===== src/hw/rtl/ppusrt_pkg.sv =====
// shared types and constants for the ppu scroll register and timing unit
// no dependencies; every other file in hw/rtl except ppusrt_ram imports this package
`timescale 1ns / 1ps

package ppusrt_pkg;

   // word kinds on the request tuser
   typedef enum logic [1:0] {
      FUNC_TICK  = 2'd0,
      FUNC_READ  = 2'd1,
      FUNC_WRITE = 2'd2,
      FUNC_NONE  = 2'd3
   } func_type;

   // register numbers
   localparam logic [2:0] REG_CTRL     = 3'd0;
   localparam logic [2:0] REG_MASK     = 3'd1;
   localparam logic [2:0] REG_STATUS   = 3'd2;
   localparam logic [2:0] REG_OAM_ADDR = 3'd3;
   localparam logic [2:0] REG_OAM_DATA = 3'd4;
   localparam logic [2:0] REG_SCROLL   = 3'd5;
   localparam logic [2:0] REG_ADDR     = 3'd6;
   localparam logic [2:0] REG_DATA     = 3'd7;

   localparam int SPRITE_MEM_BYTES = 256;
   localparam int DOTS_PER_LINE    = 341;

   // frame position, rows count from the prerender line
   localparam logic [8:0] DOT_LAST        = 9'(DOTS_PER_LINE - 1);
   localparam logic [8:0] ROW_PRERENDER   = 9'd0;
   localparam logic [8:0] ROW_LAST_RENDER = 9'd240;
   localparam logic [8:0] ROW_VBLANK      = 9'd242;
   localparam logic [8:0] ROW_LAST        = 9'd261;
   localparam logic [9:0] WRAP_SCANLINE   = 10'd261;

   localparam logic [8:0] DOT_FLAG_EVENT = 9'd1;
   localparam logic [8:0] DOT_FINE_Y     = 9'd256;
   localparam logic [8:0] DOT_HORZ_COPY  = 9'd257;
   localparam logic [8:0] DOT_VERT_COPY  = 9'd280;
   localparam logic [8:0] DOT_PREFETCH_A = 9'd321;
   localparam logic [8:0] DOT_PREFETCH_B = 9'd329;

   localparam logic [14:0] VERT_COPY_MASK = 15'h7BE0;
   localparam logic [14:0] HORZ_COPY_MASK = 15'h041F;
   localparam logic [13:0] DATA_BUF_LIMIT = 14'h3EFF;

   // current frame position from the timing counter
   typedef struct packed {
      logic       wrap;
      logic [8:0] row;
      logic [8:0] dot;
   } pos_type;

   // one result word
   typedef struct packed {
      logic               frame_done;
      logic [8:0]         dot;
      logic signed [9:0]  scanline;
      logic               nmi;
      logic [13:0]        next_vaddr;
      logic [7:0]         vram_wdata;
      logic [13:0]        vram_addr;
      logic               vram_we;
      logic [7:0]         rdata;
   } rsp_type;

endpackage


===== src/hw/rtl/ppu_scroll_registers_and_timing_unit.sv =====
// Video-chip register file and scroll address unit. Each request word is a dot tick, a
// register read or a register write (kind in req_tuser) and yields exactly one response
// word. A word is accepted every cycle: the register and scroll state update in the cycle
// of acceptance, and the response passes through a holding stage and an output register,
// so a stalled response does not stop the next request until both are full. The holding
// stage lines up with the registered sprite memory read. Sprite memory is cleared at
// reset through per-entry valid bits, with no clearing pass. Ticks advance a 341-dot by
// 262-line counter plus one wrap tick per frame (rsp_tlast), one dot shorter on odd
// frames when background is shown.
// depends on ppusrt_pkg, ppusrt_ram, ppusrt_timing, ppusrt_out_stage
`timescale 1ns / 1ps

module ppu_scroll_registers_and_timing_unit (
   input  logic        clock,
   input  logic        reset,
   input  logic        req_tvalid,
   output logic        req_tready,
   // reg_index[2:0], wdata[10:3], vram_rdata[18:11], sprite0_hit[19], zero[23:20]
   input  logic [23:0] req_tdata,
   // func[1:0]
   input  logic [1:0]  req_tuser,
   output logic        rsp_tvalid,
   input  logic        rsp_tready,
   // rdata[7:0], vram_we[8], vram_addr[22:9], vram_wdata[30:23], next_vaddr[44:31],
   // nmi[45], scanline[55:46], dot[64:56], zero[71:65]
   output logic [71:0] rsp_tdata,
   // frame_done
   output logic        rsp_tlast
);
   import ppusrt_pkg::*;

   localparam int OamAddrW = $clog2(SPRITE_MEM_BYTES);

   logic [2:0]  reg_index;
   logic [7:0]  wdata;
   logic [7:0]  vram_rdata;
   logic        sprite0_hit;
   func_type    func;
   logic        req_acc;

   assign reg_index   = req_tdata[2:0];
   assign wdata       = req_tdata[10:3];
   assign vram_rdata  = req_tdata[18:11];
   assign sprite0_hit = req_tdata[19];
   assign func        = func_type'(req_tuser);
   assign req_acc     = req_tvalid && req_tready;

   logic [7:0]          latch_ff [8];
   logic [7:0]          latch_in [8];
   logic [14:0]         v_ff, v_in;
   logic [14:0]         t_ff, t_in;
   logic                toggle_ff, toggle_in;
   logic [5:0]          ahl_ff, ahl_in;
   logic [7:0]          rbuf_ff, rbuf_in;
   logic [OamAddrW-1:0] oam_addr_ff, oam_addr_in;
   logic [SPRITE_MEM_BYTES-1:0] oam_vld_ff;
   logic                oam_rd_vld_ff;
   logic                oam_we;
   logic                use_ram;
   logic [7:0]          ram_dout;
   logic [7:0]          ram_byte;
   logic                load_ready;
   rsp_type             res;
   rsp_type             out_data;
   pos_type             pos;
   logic                render;
   logic [13:0]         data_step;

   function automatic logic [14:0] step_coarse_x(input logic [14:0] v);
      if (v[4:0] == 5'd31) begin
         return (v & 15'h7FE0) ^ 15'h0400;
      end
      return v + 15'd1;
   endfunction

   function automatic logic [14:0] step_fine_y(input logic [14:0] v);
      logic [4:0]  row;
      logic [14:0] r;
      if (v[14:12] != 3'd7) begin
         return v + 15'h1000;
      end
      row = v[9:5];
      r   = v & 15'h0C1F;
      if (row == 5'd29) begin
         row = 5'd0;
         r   = r ^ 15'h0800;
      end else if (row == 5'd31) begin
         row = 5'd0;
      end else begin
         row = row + 5'd1;
      end
      return r | {5'd0, row, 5'd0};
   endfunction

   assign render    = (latch_ff[REG_MASK][4:3] != 2'b00);
   assign data_step = latch_ff[REG_CTRL][2] ? 14'd32 : 14'd1;

   always_comb begin
      latch_in    = latch_ff;
      v_in        = v_ff;
      t_in        = t_ff;
      toggle_in   = toggle_ff;
      ahl_in      = ahl_ff;
      rbuf_in     = rbuf_ff;
      oam_addr_in = oam_addr_ff;
      oam_we      = 1'b0;
      use_ram     = 1'b0;
      res         = '0;
      if (req_acc) begin
         case (func)
            FUNC_TICK: begin
               if (pos.wrap) begin
                  res.frame_done = 1'b1;
                  res.scanline   = WRAP_SCANLINE;
               end else begin
                  res.scanline = {1'b0, pos.row} - 10'd1;
                  res.dot      = pos.dot;
                  if (pos.row == ROW_PRERENDER && pos.dot == DOT_FLAG_EVENT) begin
                     latch_in[REG_STATUS][7:6] = 2'b00;
                  end
                  if (render && pos.row <= ROW_LAST_RENDER) begin
                     if (pos.row == ROW_PRERENDER) begin
                        if (pos.dot == DOT_VERT_COPY) begin
                           v_in = (v_ff & ~VERT_COPY_MASK) | (t_ff & VERT_COPY_MASK);
                        end
                     end else if (pos.dot != 9'd0 && pos.dot < DOT_FINE_Y
                                  && pos.dot[2:0] == 3'd0) begin
                        v_in = step_coarse_x(v_ff);
                     end
                     if (pos.dot == DOT_FINE_Y) begin
                        v_in = step_fine_y(v_ff);
                     end
                     if (pos.dot == DOT_HORZ_COPY) begin
                        v_in = (v_ff & ~HORZ_COPY_MASK) | (t_ff & HORZ_COPY_MASK);
                     end
                     if (pos.dot == DOT_PREFETCH_A || pos.dot == DOT_PREFETCH_B) begin
                        v_in = step_coarse_x(v_ff);
                     end
                  end else if (pos.row == ROW_VBLANK && pos.dot == DOT_FLAG_EVENT) begin
                     latch_in[REG_STATUS][7] = 1'b1;
                     res.nmi = latch_ff[REG_CTRL][7];
                  end
               end
               if (sprite0_hit) begin
                  latch_in[REG_STATUS][6] = 1'b1;
               end
            end
            FUNC_READ: begin
               res.rdata = latch_ff[reg_index];
               case (reg_index)
                  REG_STATUS: begin
                     latch_in[REG_STATUS][7] = 1'b0;
                     toggle_in = 1'b0;
                  end
                  REG_OAM_DATA: begin
                     use_ram = 1'b1;
                  end
                  REG_DATA: begin
                     // palette range bypasses the read buffer
                     if (v_ff[13:0] <= DATA_BUF_LIMIT) begin
                        res.rdata = rbuf_ff;
                        rbuf_in   = vram_rdata;
                     end else begin
                        res.rdata = vram_rdata;
                     end
                     res.vram_addr = v_ff[13:0];
                     v_in = {1'b0, v_ff[13:0] + data_step};
                  end
                  default: begin
                  end
               endcase
            end
            FUNC_WRITE: begin
               latch_in[reg_index] = wdata;
               case (reg_index)
                  REG_CTRL: begin
                     t_in[11:10] = wdata[1:0];
                  end
                  REG_OAM_ADDR: begin
                     oam_addr_in = wdata[OamAddrW-1:0];
                  end
                  REG_OAM_DATA: begin
                     oam_we      = 1'b1;
                     oam_addr_in = oam_addr_ff + 1'b1;
                  end
                  REG_SCROLL: begin
                     if (!toggle_ff) begin
                        t_in[4:0] = wdata[7:3];
                     end else begin
                        t_in[14:12] = wdata[2:0];
                        t_in[9:5]   = wdata[7:3];
                     end
                     toggle_in = ~toggle_ff;
                  end
                  REG_ADDR: begin
                     if (!toggle_ff) begin
                        ahl_in = wdata[5:0];
                     end else begin
                        v_in = {1'b0, ahl_ff, wdata};
                     end
                     toggle_in = ~toggle_ff;
                  end
                  REG_DATA: begin
                     res.vram_we    = 1'b1;
                     res.vram_addr  = v_ff[13:0];
                     res.vram_wdata = wdata;
                     v_in = {1'b0, v_ff[13:0] + data_step};
                  end
                  default: begin
                  end
               endcase
            end
            default: begin
            end
         endcase
      end
      res.next_vaddr = v_in[13:0];
   end

   always_ff @(posedge clock) begin
      if (reset) begin
         for (int i = 0; i < 8; i++) begin
            latch_ff[i] <= 8'd0;
         end
         v_ff          <= '0;
         t_ff          <= '0;
         toggle_ff     <= 1'b0;
         ahl_ff        <= '0;
         rbuf_ff       <= '0;
         oam_addr_ff   <= '0;
         oam_vld_ff    <= '0;
         oam_rd_vld_ff <= 1'b0;
      end else begin
         latch_ff    <= latch_in;
         v_ff        <= v_in;
         t_ff        <= t_in;
         toggle_ff   <= toggle_in;
         ahl_ff      <= ahl_in;
         rbuf_ff     <= rbuf_in;
         oam_addr_ff <= oam_addr_in;
         if (oam_we) begin
            oam_vld_ff[oam_addr_ff] <= 1'b1;
         end
         // valid bit travels with the registered ram read
         if (req_acc) begin
            oam_rd_vld_ff <= oam_vld_ff[oam_addr_ff];
         end
      end
   end

   ppusrt_timing u_timing (
      .clock   (clock),
      .reset   (reset),
      .tick_en (req_acc && func == FUNC_TICK),
      .skip_en (latch_ff[REG_MASK][3]),
      .pos     (pos)
   );

   ppusrt_ram #(
      .WIDTH (8),
      .DEPTH (SPRITE_MEM_BYTES)
   ) u_oam (
      .clock   (clock),
      .wr_en   (oam_we),
      .wr_addr (oam_addr_ff),
      .wr_data (wdata),
      .rd_en   (req_acc),
      .rd_addr (oam_addr_ff),
      .rd_data (ram_dout)
   );

   assign ram_byte = oam_rd_vld_ff ? ram_dout : 8'd0;

   ppusrt_out_stage u_out (
      .clock        (clock),
      .reset        (reset),
      .load         (req_acc),
      .load_data    (res),
      .load_use_ram (use_ram),
      .load_ready   (load_ready),
      .ram_byte     (ram_byte),
      .out_valid    (rsp_tvalid),
      .out_ready    (rsp_tready),
      .out_data     (out_data)
   );

   assign req_tready = load_ready;
   assign rsp_tdata  = {7'd0, out_data.dot, out_data.scanline, out_data.nmi,
                        out_data.next_vaddr, out_data.vram_wdata, out_data.vram_addr,
                        out_data.vram_we, out_data.rdata};
   assign rsp_tlast  = out_data.frame_done;

   a_status_read_clears: assert property (@(posedge clock) disable iff (reset)
      req_acc && func == FUNC_READ && reg_index == REG_STATUS
      |=> !toggle_ff && !latch_ff[REG_STATUS][7])
      else $error("status read left vblank flag or write toggle set");

   a_oam_addr_step: assert property (@(posedge clock) disable iff (reset)
      req_acc && func == FUNC_WRITE && reg_index == REG_OAM_DATA
      |=> oam_addr_ff == $past(oam_addr_ff) + 1'b1)
      else $error("sprite address did not step after data write");

   a_v_high_bit_on_data: assert property (@(posedge clock) disable iff (reset)
      req_acc && reg_index == REG_DATA && (func == FUNC_READ || func == FUNC_WRITE)
      |=> !v_ff[14])
      else $error("data port access left video address bit 14 set");

endmodule


===== src/hw/rtl/ppusrt_ram.sv =====
// generic single write port, single read port ram with registered read
// no dependencies
`timescale 1ns / 1ps

module ppusrt_ram #(
   parameter int WIDTH = 8,
   parameter int DEPTH = 256,
   localparam int AddrW = $clog2(DEPTH)
) (
   input  logic             clock,
   input  logic             wr_en,
   input  logic [AddrW-1:0] wr_addr,
   input  logic [WIDTH-1:0] wr_data,
   input  logic             rd_en,
   input  logic [AddrW-1:0] rd_addr,
   output logic [WIDTH-1:0] rd_data
);

   logic [WIDTH-1:0] mem_ff [DEPTH];
   logic [WIDTH-1:0] rd_data_ff;

   always_ff @(posedge clock) begin
      if (wr_en) begin
         mem_ff[wr_addr] <= wr_data;
      end
      if (rd_en) begin
         rd_data_ff <= mem_ff[rd_addr];
      end
   end

   assign rd_data = rd_data_ff;

endmodule


===== src/hw/rtl/ppusrt_timing.sv =====
// frame timing counter: 341 dots by 262 lines plus the wrap tick, odd frame skip
// depends on ppusrt_pkg
`timescale 1ns / 1ps

module ppusrt_timing (
   input  logic              clock,
   input  logic              reset,
   input  logic              tick_en,
   input  logic              skip_en,
   output ppusrt_pkg::pos_type pos
);
   import ppusrt_pkg::*;

   logic       wrap_ff, wrap_in;
   logic [8:0] row_ff, row_in;
   logic [8:0] dot_ff, dot_in;
   logic       odd_ff, odd_in;

   always_comb begin
      wrap_in = wrap_ff;
      row_in  = row_ff;
      dot_in  = dot_ff;
      odd_in  = odd_ff;
      if (tick_en) begin
         if (wrap_ff) begin
            // odd frames with background on start one dot late
            wrap_in = 1'b0;
            row_in  = ROW_PRERENDER;
            dot_in  = (odd_ff && skip_en) ? 9'd1 : 9'd0;
            odd_in  = ~odd_ff;
         end else if (dot_ff == DOT_LAST) begin
            dot_in = 9'd0;
            if (row_ff == ROW_LAST) begin
               wrap_in = 1'b1;
            end else begin
               row_in = row_ff + 9'd1;
            end
         end else begin
            dot_in = dot_ff + 9'd1;
         end
      end
   end

   always_ff @(posedge clock) begin
      if (reset) begin
         wrap_ff <= 1'b0;
         row_ff  <= ROW_PRERENDER;
         dot_ff  <= 9'd0;
         odd_ff  <= 1'b0;
      end else begin
         wrap_ff <= wrap_in;
         row_ff  <= row_in;
         dot_ff  <= dot_in;
         odd_ff  <= odd_in;
      end
   end

   assign pos.wrap = wrap_ff;
   assign pos.row  = row_ff;
   assign pos.dot  = dot_ff;

endmodule


===== src/hw/rtl/ppusrt_out_stage.sv =====
// two-deep result stage: holding register beside the sprite ram read, then output register
// depends on ppusrt_pkg
`timescale 1ns / 1ps

module ppusrt_out_stage (
   input  logic                clock,
   input  logic                reset,
   input  logic                load,
   input  ppusrt_pkg::rsp_type load_data,
   input  logic                load_use_ram,
   output logic                load_ready,
   input  logic [7:0]          ram_byte,
   output logic                out_valid,
   input  logic                out_ready,
   output ppusrt_pkg::rsp_type out_data
);
   import ppusrt_pkg::*;

   logic    s1_vld_ff;
   rsp_type s1_data_ff;
   logic    s1_ram_ff;
   logic    out_vld_ff;
   rsp_type out_data_ff;
   rsp_type s1_final;
   logic    move;

   assign move       = s1_vld_ff && (!out_vld_ff || out_ready);
   assign load_ready = !s1_vld_ff || move;

   // sprite data reads take the byte from the ram, which lines up with this stage
   always_comb begin
      s1_final = s1_data_ff;
      if (s1_ram_ff) begin
         s1_final.rdata = ram_byte;
      end
   end

   always_ff @(posedge clock) begin
      if (reset) begin
         s1_vld_ff  <= 1'b0;
         out_vld_ff <= 1'b0;
      end else begin
         if (load) begin
            s1_vld_ff <= 1'b1;
         end else if (move) begin
            s1_vld_ff <= 1'b0;
         end
         if (move) begin
            out_vld_ff <= 1'b1;
         end else if (out_ready) begin
            out_vld_ff <= 1'b0;
         end
      end
   end

   always_ff @(posedge clock) begin
      if (load) begin
         s1_data_ff <= load_data;
         s1_ram_ff  <= load_use_ram;
      end
      if (move) begin
         out_data_ff <= s1_final;
      end
   end

   assign out_valid = out_vld_ff;
   assign out_data  = out_data_ff;

   a_no_overrun: assert property (@(posedge clock) disable iff (reset)
      load |-> load_ready)
      else $error("word loaded while holding stage is blocked");

   a_hold_blocked: assert property (@(posedge clock) disable iff (reset)
      s1_vld_ff && out_vld_ff && !out_ready && !load |=> s1_vld_ff && $stable(s1_data_ff))
      else $error("holding stage lost a word while output stalled");

   a_move_fills: assert property (@(posedge clock) disable iff (reset)
      move |=> out_vld_ff)
      else $error("word moved but output register empty");

endmodule


===== config.mk =====
export PLATFORM = sky130hd
export DESIGN_NAME = ppu_scroll_registers_and_timing_unit
export DESIGN_NICKNAME = d
export VERILOG_FILES = /design/src/hw/rtl/ppusrt_pkg.sv /design/src/hw/rtl/ppu_scroll_registers_and_timing_unit.sv /design/src/hw/rtl/ppusrt_ram.sv /design/src/hw/rtl/ppusrt_timing.sv /design/src/hw/rtl/ppusrt_out_stage.sv
export SDC_FILE = /design/constraint.sdc
export NUM_CORES = 2
export LEC_CHECK = 0
export BUFFER_PORTS_ARGS = -buffer_cell sky130_fd_sc_hd__buf_4
export CORE_MARGIN = 3
export CORE_UTILIZATION = 40
export CTS_BUF_LIST = sky130_fd_sc_hd__clkbuf_2 sky130_fd_sc_hd__clkbuf_4 sky130_fd_sc_hd__clkbuf_8
export DETAILED_ROUTE_END_ITERATION = 16
export PLACE_DENSITY_LB_ADDON = 0.25
export SLEW_MARGIN = 20
export SYNTH_ARGS = -nofsm -noshare
export SYNTH_HDL_FRONTEND = slang
export SYNTH_SLANG_ARGS = --single-unit

===== constraint.sdc =====
create_clock -name clock -period 7.51 [get_ports clock]
set_input_delay 0.751 -clock clock [delete_from_list [all_inputs] [get_ports clock]]
set_output_delay 0.751 -clock clock [all_outputs]
set_load 0.05 [all_outputs]

# == After elaboration in Yosys (flattened, before gate mapping) ==
# Memories as Yosys holds them, arrays and structs flattened. A register that Yosys moved wholly into a read port is not among the register bits.
# Cells that the tools add are included.
# classes
order_cmp,7
n_addsub,8
mux,100
n_eq_ne,33
n_bitwise,11
n_reduce_logical,46
# ops
cell,count
$mux W15,22
$or A256 B256 Y256,1
$bwmux W64,1
$eq A9 B9 Y1 const B,7
$mux W8,7
$mux W9,6
$pmux W15 S3,1
$mux W5,8
$mux W1,39
$pmux W15 S2,1
$mux W14,2
$pmux W14 S2,1
$reduce_and A4 Y1,7
$bmux W8 S3,1
$demux W8 S3,1
$add A9 B1 Y9 const B,2
$pmux W8 S2,1
$add A15 B1 Y15 const B,1
$add A15 B13 Y15 const B,1
$eq A5 B5 Y1 const B,3
$or A11 B15 Y15,1
$or A15 B10 Y15,1
$or A15 B11 Y15,1
$add A14 B6 Y14,1
other kinds (44),88
# word_totals
wordCells,253
mem_bits_rw,2048
out_inout_bits,75
register_bits,529
mem_count,1
# mem_list
name,depth,word_bits,rd,rd_ports_with_merged_regs,write_ports,line,source
u_oam.mem_ff,256,8,1,1,1,ppusrt_ram.sv:19,logic [WIDTH-1:0] mem_ff [DEPTH];

# == Logic depth before layout (Yosys ltp) ==
# logic_depth
ltp_word,22
mapped_depth,13

# == Hierarchy ==
# A second synthesis with hierarchy kept.
# hier_totals
cells_unflattened,6167
area_unflattened_um2,103115.1
# modules_own_cells
mod,n_inst,seq_area_each_um2,area_each_um2,cells_per_inst
ppusrt_ram,1,61739.2,79636.4,3733
ppu_scroll_registers_and_timing_unit,1,7467.2,18184.9,2159
ppusrt_out_stage,1,4033.9,4202.8,151
ppusrt_timing,1,400.4,1091.0,124

# == Worst setup path before layout ==
# Ideal clock, no wire load.
# synth_path
path_type,input to register
from,input port rsp_tready
to,"register u_out.out_data_ff, in the netlist u_out.out_data[0], enable pin"
setup_slack_ns,1.328
path_stages,2
arrival_ns,5.592
path_cell_list,inv_1 a21boi_0
# synth_between
elab_chain_len,2
# synth_rtl
element,line,source
"start, declared",ppu_scroll_registers_and_timing_unit.sv:23,"input logic rsp_tready,"
$logic_or A1 B1 Y1,ppusrt_out_stage.sv:27,assign move = s1_vld_ff && (!out_vld_ff || out_ready);
$logic_and A1 B1 Y1,ppusrt_out_stage.sv:27,
via u_out.move,ppusrt_out_stage.sv:25,logic move;
"end signal, assigned",ppusrt_out_stage.sv:62,out_data_ff <= s1_final;
"end, declared",ppusrt_out_stage.sv:23,rsp_type out_data_ff;
# The timed path passes the listed nets, and every way through them passes these cells.
# A chain may end at the register's enable or synchronous reset.

==> summary.md <==
| Metric | Value |
|---|---|
| Outcome | `finished clean` |
| Initial drt markers | `just over 6000` |
| Worst hold start | `req_tdata[9]` |
| IO Port Bufs | `93` |
| CTS Buf Count | `~430` |
| Share of layout cells above drive strength 1 | `26.1%` |
| Synth area leader | `edfxtp_1` |
| # rows | `184` |
| Die Span Y | `510 um` |
| DIE AREA | `260000 um2` |
| Dpl ws | `2.52 ns` |
| Reg power frac | `between 50% and 60%` |
| Nets@finish | `6046` |
| ANT nets after route | `0` |
| Root buffer cell | `clkbuf_8` |
| Vias in the first global route | `54600` |
| Max FO, Critical Path | `32` |
| Initial core utilization | `approximately 40%` |
| RSZ-0062 raised after global routing | `no` |
| Commonest cells in the netlist | `edfxtp_1, nor2_1, mux4_2` |
| Hold Path Sink | `u_oam.mem_ff[77][6]$_DFFE_PP_` |
| Final setup viols | `0` |
| Crit path max-delay cell type | `dfxtp_4` |
| Post-Synthesis Cells | `5694` |
| Crit path required time | `8.34 ns` |
| Hold depth | `1` |
| Ys Warns | `0` |
| Overflow after GRT | `0` |
| R2r setup slk | `around 2.9 ns` |
| DR vias | `54700` |
| # clock sinks | `2578` |
| Mapped Area | `102000 um2` |
| Int Power | `22800 uW` |
| Drc violations | `0` |
| RR Endpoint | `u_oam.rd_data[0]$_DFFE_PP_` |
| H-Tree Depth | `5` |
| CP max stage delay | `0.90 ns` |
| Routability Congestion | `0.905` |
| Cell Chain, Critical Path | `buf_4, mux4_2, mux2i_1, o22ai_1, nor4_1, nand4_1, a311o_1` |
| Flops & latches, synth | `2578` |
| P_leak | `0.0357 uW` |
| RR Startpoint | `oam_addr_ff[0]$_SDFFE_PP0P_` |
| Pwr Density | `253 nW/um2` |
| Initial antenna violation count | `10` |
| Syn avg cell area | `17.8 um2` |
| Final Hold Violating Endpoints | `0` |
| Setup crit end kind | `register` |
| Largest net degree at the start of global routing | `213` |
| Top cells by area, synth | `edfxtp_1, mux4_2, dfxtp_1` |
| Worst reg2reg path depth | `7` |
| Post-Place Cells | `just under 9000` |
| Chip width | `510 um` |
| Drt wl/cell | `about 28 um` |
| Setup repair bufs after CTS | `0` |
| Vias/cell | `5.65` |
| Comb power frac | `about 3.1%` |
| Cell variety after synth | `79` |
| IO Count | `105` |
| Fin crit share | `60.8%` |
| Final Max Tran Viols | `0` |
| EDFF count, synth | `around 2200` |
| Clock buffer depth | `4` |
| Fmax | `219 MHz` |
| Post-DP HPWL | `approximately 170 mm` |
| Tightest Pin Transition | `around 1.2 ns` |
| Sw Pwr | `6190 uW` |
| Ys flop type | `edfxtp_1` |
| P&R area growth vs syn | `13.0%` |
| Initial DRT Pass Iterations | `6` |
| Global-route wire length before repair | `393 mm` |
| Clock power frac | `43.1%` |
| Crit Path Category | `register to register` |
| Clock latency on the worst-skew pair | `1.09 ns` |
| Sequential fraction of the synthesis area | `just over 70%` |
| Sum Neg Setup Slack | `0 ns` |
| Clock tree from TritonCTS | `done` |
| Tot Pwr | `roughly 29000 uW` |
| Maximum VDD drop | `0.000194 V` |
| Min Tclk post-route | `roughly 4.6 ns` |
| Clock Skew | `0.0931 ns` |
| Total track usage | `between 20% and 30%` |
| Count leader, synth | `edfxtp_1` |
| Core area | `~250000 um2` |
| Max Cap Violations | `0` |
| Filler instances | `21700` |
| Gates resized, CTS repair | `0` |
| Post-layout worst setup margin | `2.95 ns` |
| Worst relative slew slack | `16.8%` |
| HP Class | `input port to register` |
| Final cell count without fillers | `about 9700` |
| Routed Wire Length | `274 mm` |
| WP data arrival | `5.39 ns` |
| CP startpoint kind | `register` |
| Post-synth top area share | `64.7%` |
| Clk pin slew, worst setup/hold paths | `0.06 ns` |
| Synth async-reset ratio | `0%` |
| Sw Share | `21.3%` |
==> power groups by stage <==
stage	Combinational [uW]	Clock, uW	Sequential, uW
2_1_floorplan	406	0	15900
3_5_place_dp	910	0	15900
3_3_place_gp	891	0	15900
5_1_grt	960	13400	15600
4_1_cts	916	12800	15600
6_report	910	12500	15600
==> cell type report <==
class | count | area (um2) | area share (%)
flip-flops and latches | 2578 | 73500 | 64.1
multi-input cells | 2731 | 26300 | 22.9
clock buffers | 663 | 7990 | 6.97
well taps | 3348 | 4190 | 3.65
repair buffers | 207 | 1820 | 1.59
clock inverters | 122 | 764 | 0.666
inverters | 38 | 143 | 0.124
diodes | 4 | 10.0 | 0.00872
==> logic make-up after synthesis <==
| kind of cell | share of synthesized area, % |
|---|---|
| other | 0.00369 |
| buffers and inverters | 1.80 |
| muxes | 16.3 |
| xor gates and xnor gates | 0.328 |
| AOI/OAI and AO/OA | 3.10 |
| and+or+nand+nor | 5.79 |
| DFF | 72.4 |
| adders and majority gates | 0.320 |
==> worst max-delay path, delay by kind of cell, from the launching register on <==
kind / cells / cell delay, ns
and+or+nand+nor: 2 / 0.92
AOI/OAI and AO/OA: 2 / 0.54
DFF: 1 / 0.90
buffers and inverters: 1 / 0.55
muxes: 2 / 1.33
==> metal layers <==
layer,GRT usage [%],vias to the layer above,wire length (um)
li1,-,23200,-
met1,28.8,28600,113000
met2,32.3,2415,128000
met3,5.02,490,23700
met4,7.86,4,10400
met5,0,-,34
==> through the flow <==
step / hold WS, ns / utilization (%) / instance area, um2
after floorplan: 0.400 / - / 102000
after global placement: 0.402 / 42.0 / 106000
after detailed placement: 0.405 / 42.0 / 106000
after CTS: 0.00650 / 45.5 / 115000
after global routing: 0.0774 / 45.6 / 115000
final: 0.144 / 45.6 / 115000
==> flip-flops by register name, summed over array words and instances, names as in the netlist, 6 cells and up <==
register	flops
u_oam.mem_ff	2048
oam_vld_ff	256
u_out.out_data	66
u_out.s1_data_ff	66
latch_ff	57
t_ff	15
v_ff	15
u_timing.dot_ff	9
u_timing.row_ff	9
oam_addr_ff	8
rbuf_ff	8
u_oam.rd_data	8
ahl_ff	6
==> worst max-delay path by stage <==
stage | start | endpoint | cells past startpoint | slack [ns]
3_5_place_dp | req_tuser[0] | u_oam.mem_ff[126][3]$_DFFE_PP_ | 9 | 2.52
5_1_grt | oam_addr_ff[0]$_SDFFE_PP0P_ | u_oam.rd_data[1]$_DFFE_PP_ | 8 | 2.86
3_3_place_gp | req_tuser[0] | u_oam.mem_ff[67][0]$_DFFE_PP_ | 9 | 2.61
4_1_cts | oam_addr_ff[0]$_SDFFE_PP0P_ | u_oam.rd_data[0]$_DFFE_PP_ | 7 | 2.93
6_report | oam_addr_ff[0]$_SDFFE_PP0P_ | u_oam.rd_data[0]$_DFFE_PP_ | 7 | 2.95
2_1_floorplan | rsp_tready | u_out.out_data[0]$_DFFE_PP_ | 2 | 1.33
==> cells in the final DEF (no fill, tap or decap), types with 100 or more instances in the layout <==
cell	n
a21oi_1	100
edfxtp_1	2189
clkbuf_8	486
mux4_2	668
nand2_1	233
dfxtp_1	385
buf_4	170
clkbuf_4	181
nor2_1	868
mux2i_1	131
==> what timing repair did <==
item	4_1_cts	5_1_grt
setup endpoints to repair	0	0
endpoints found under the hold margin	51	0
hold buffers	13	0
Note: power is estimated with default switching activity, not from simulation.
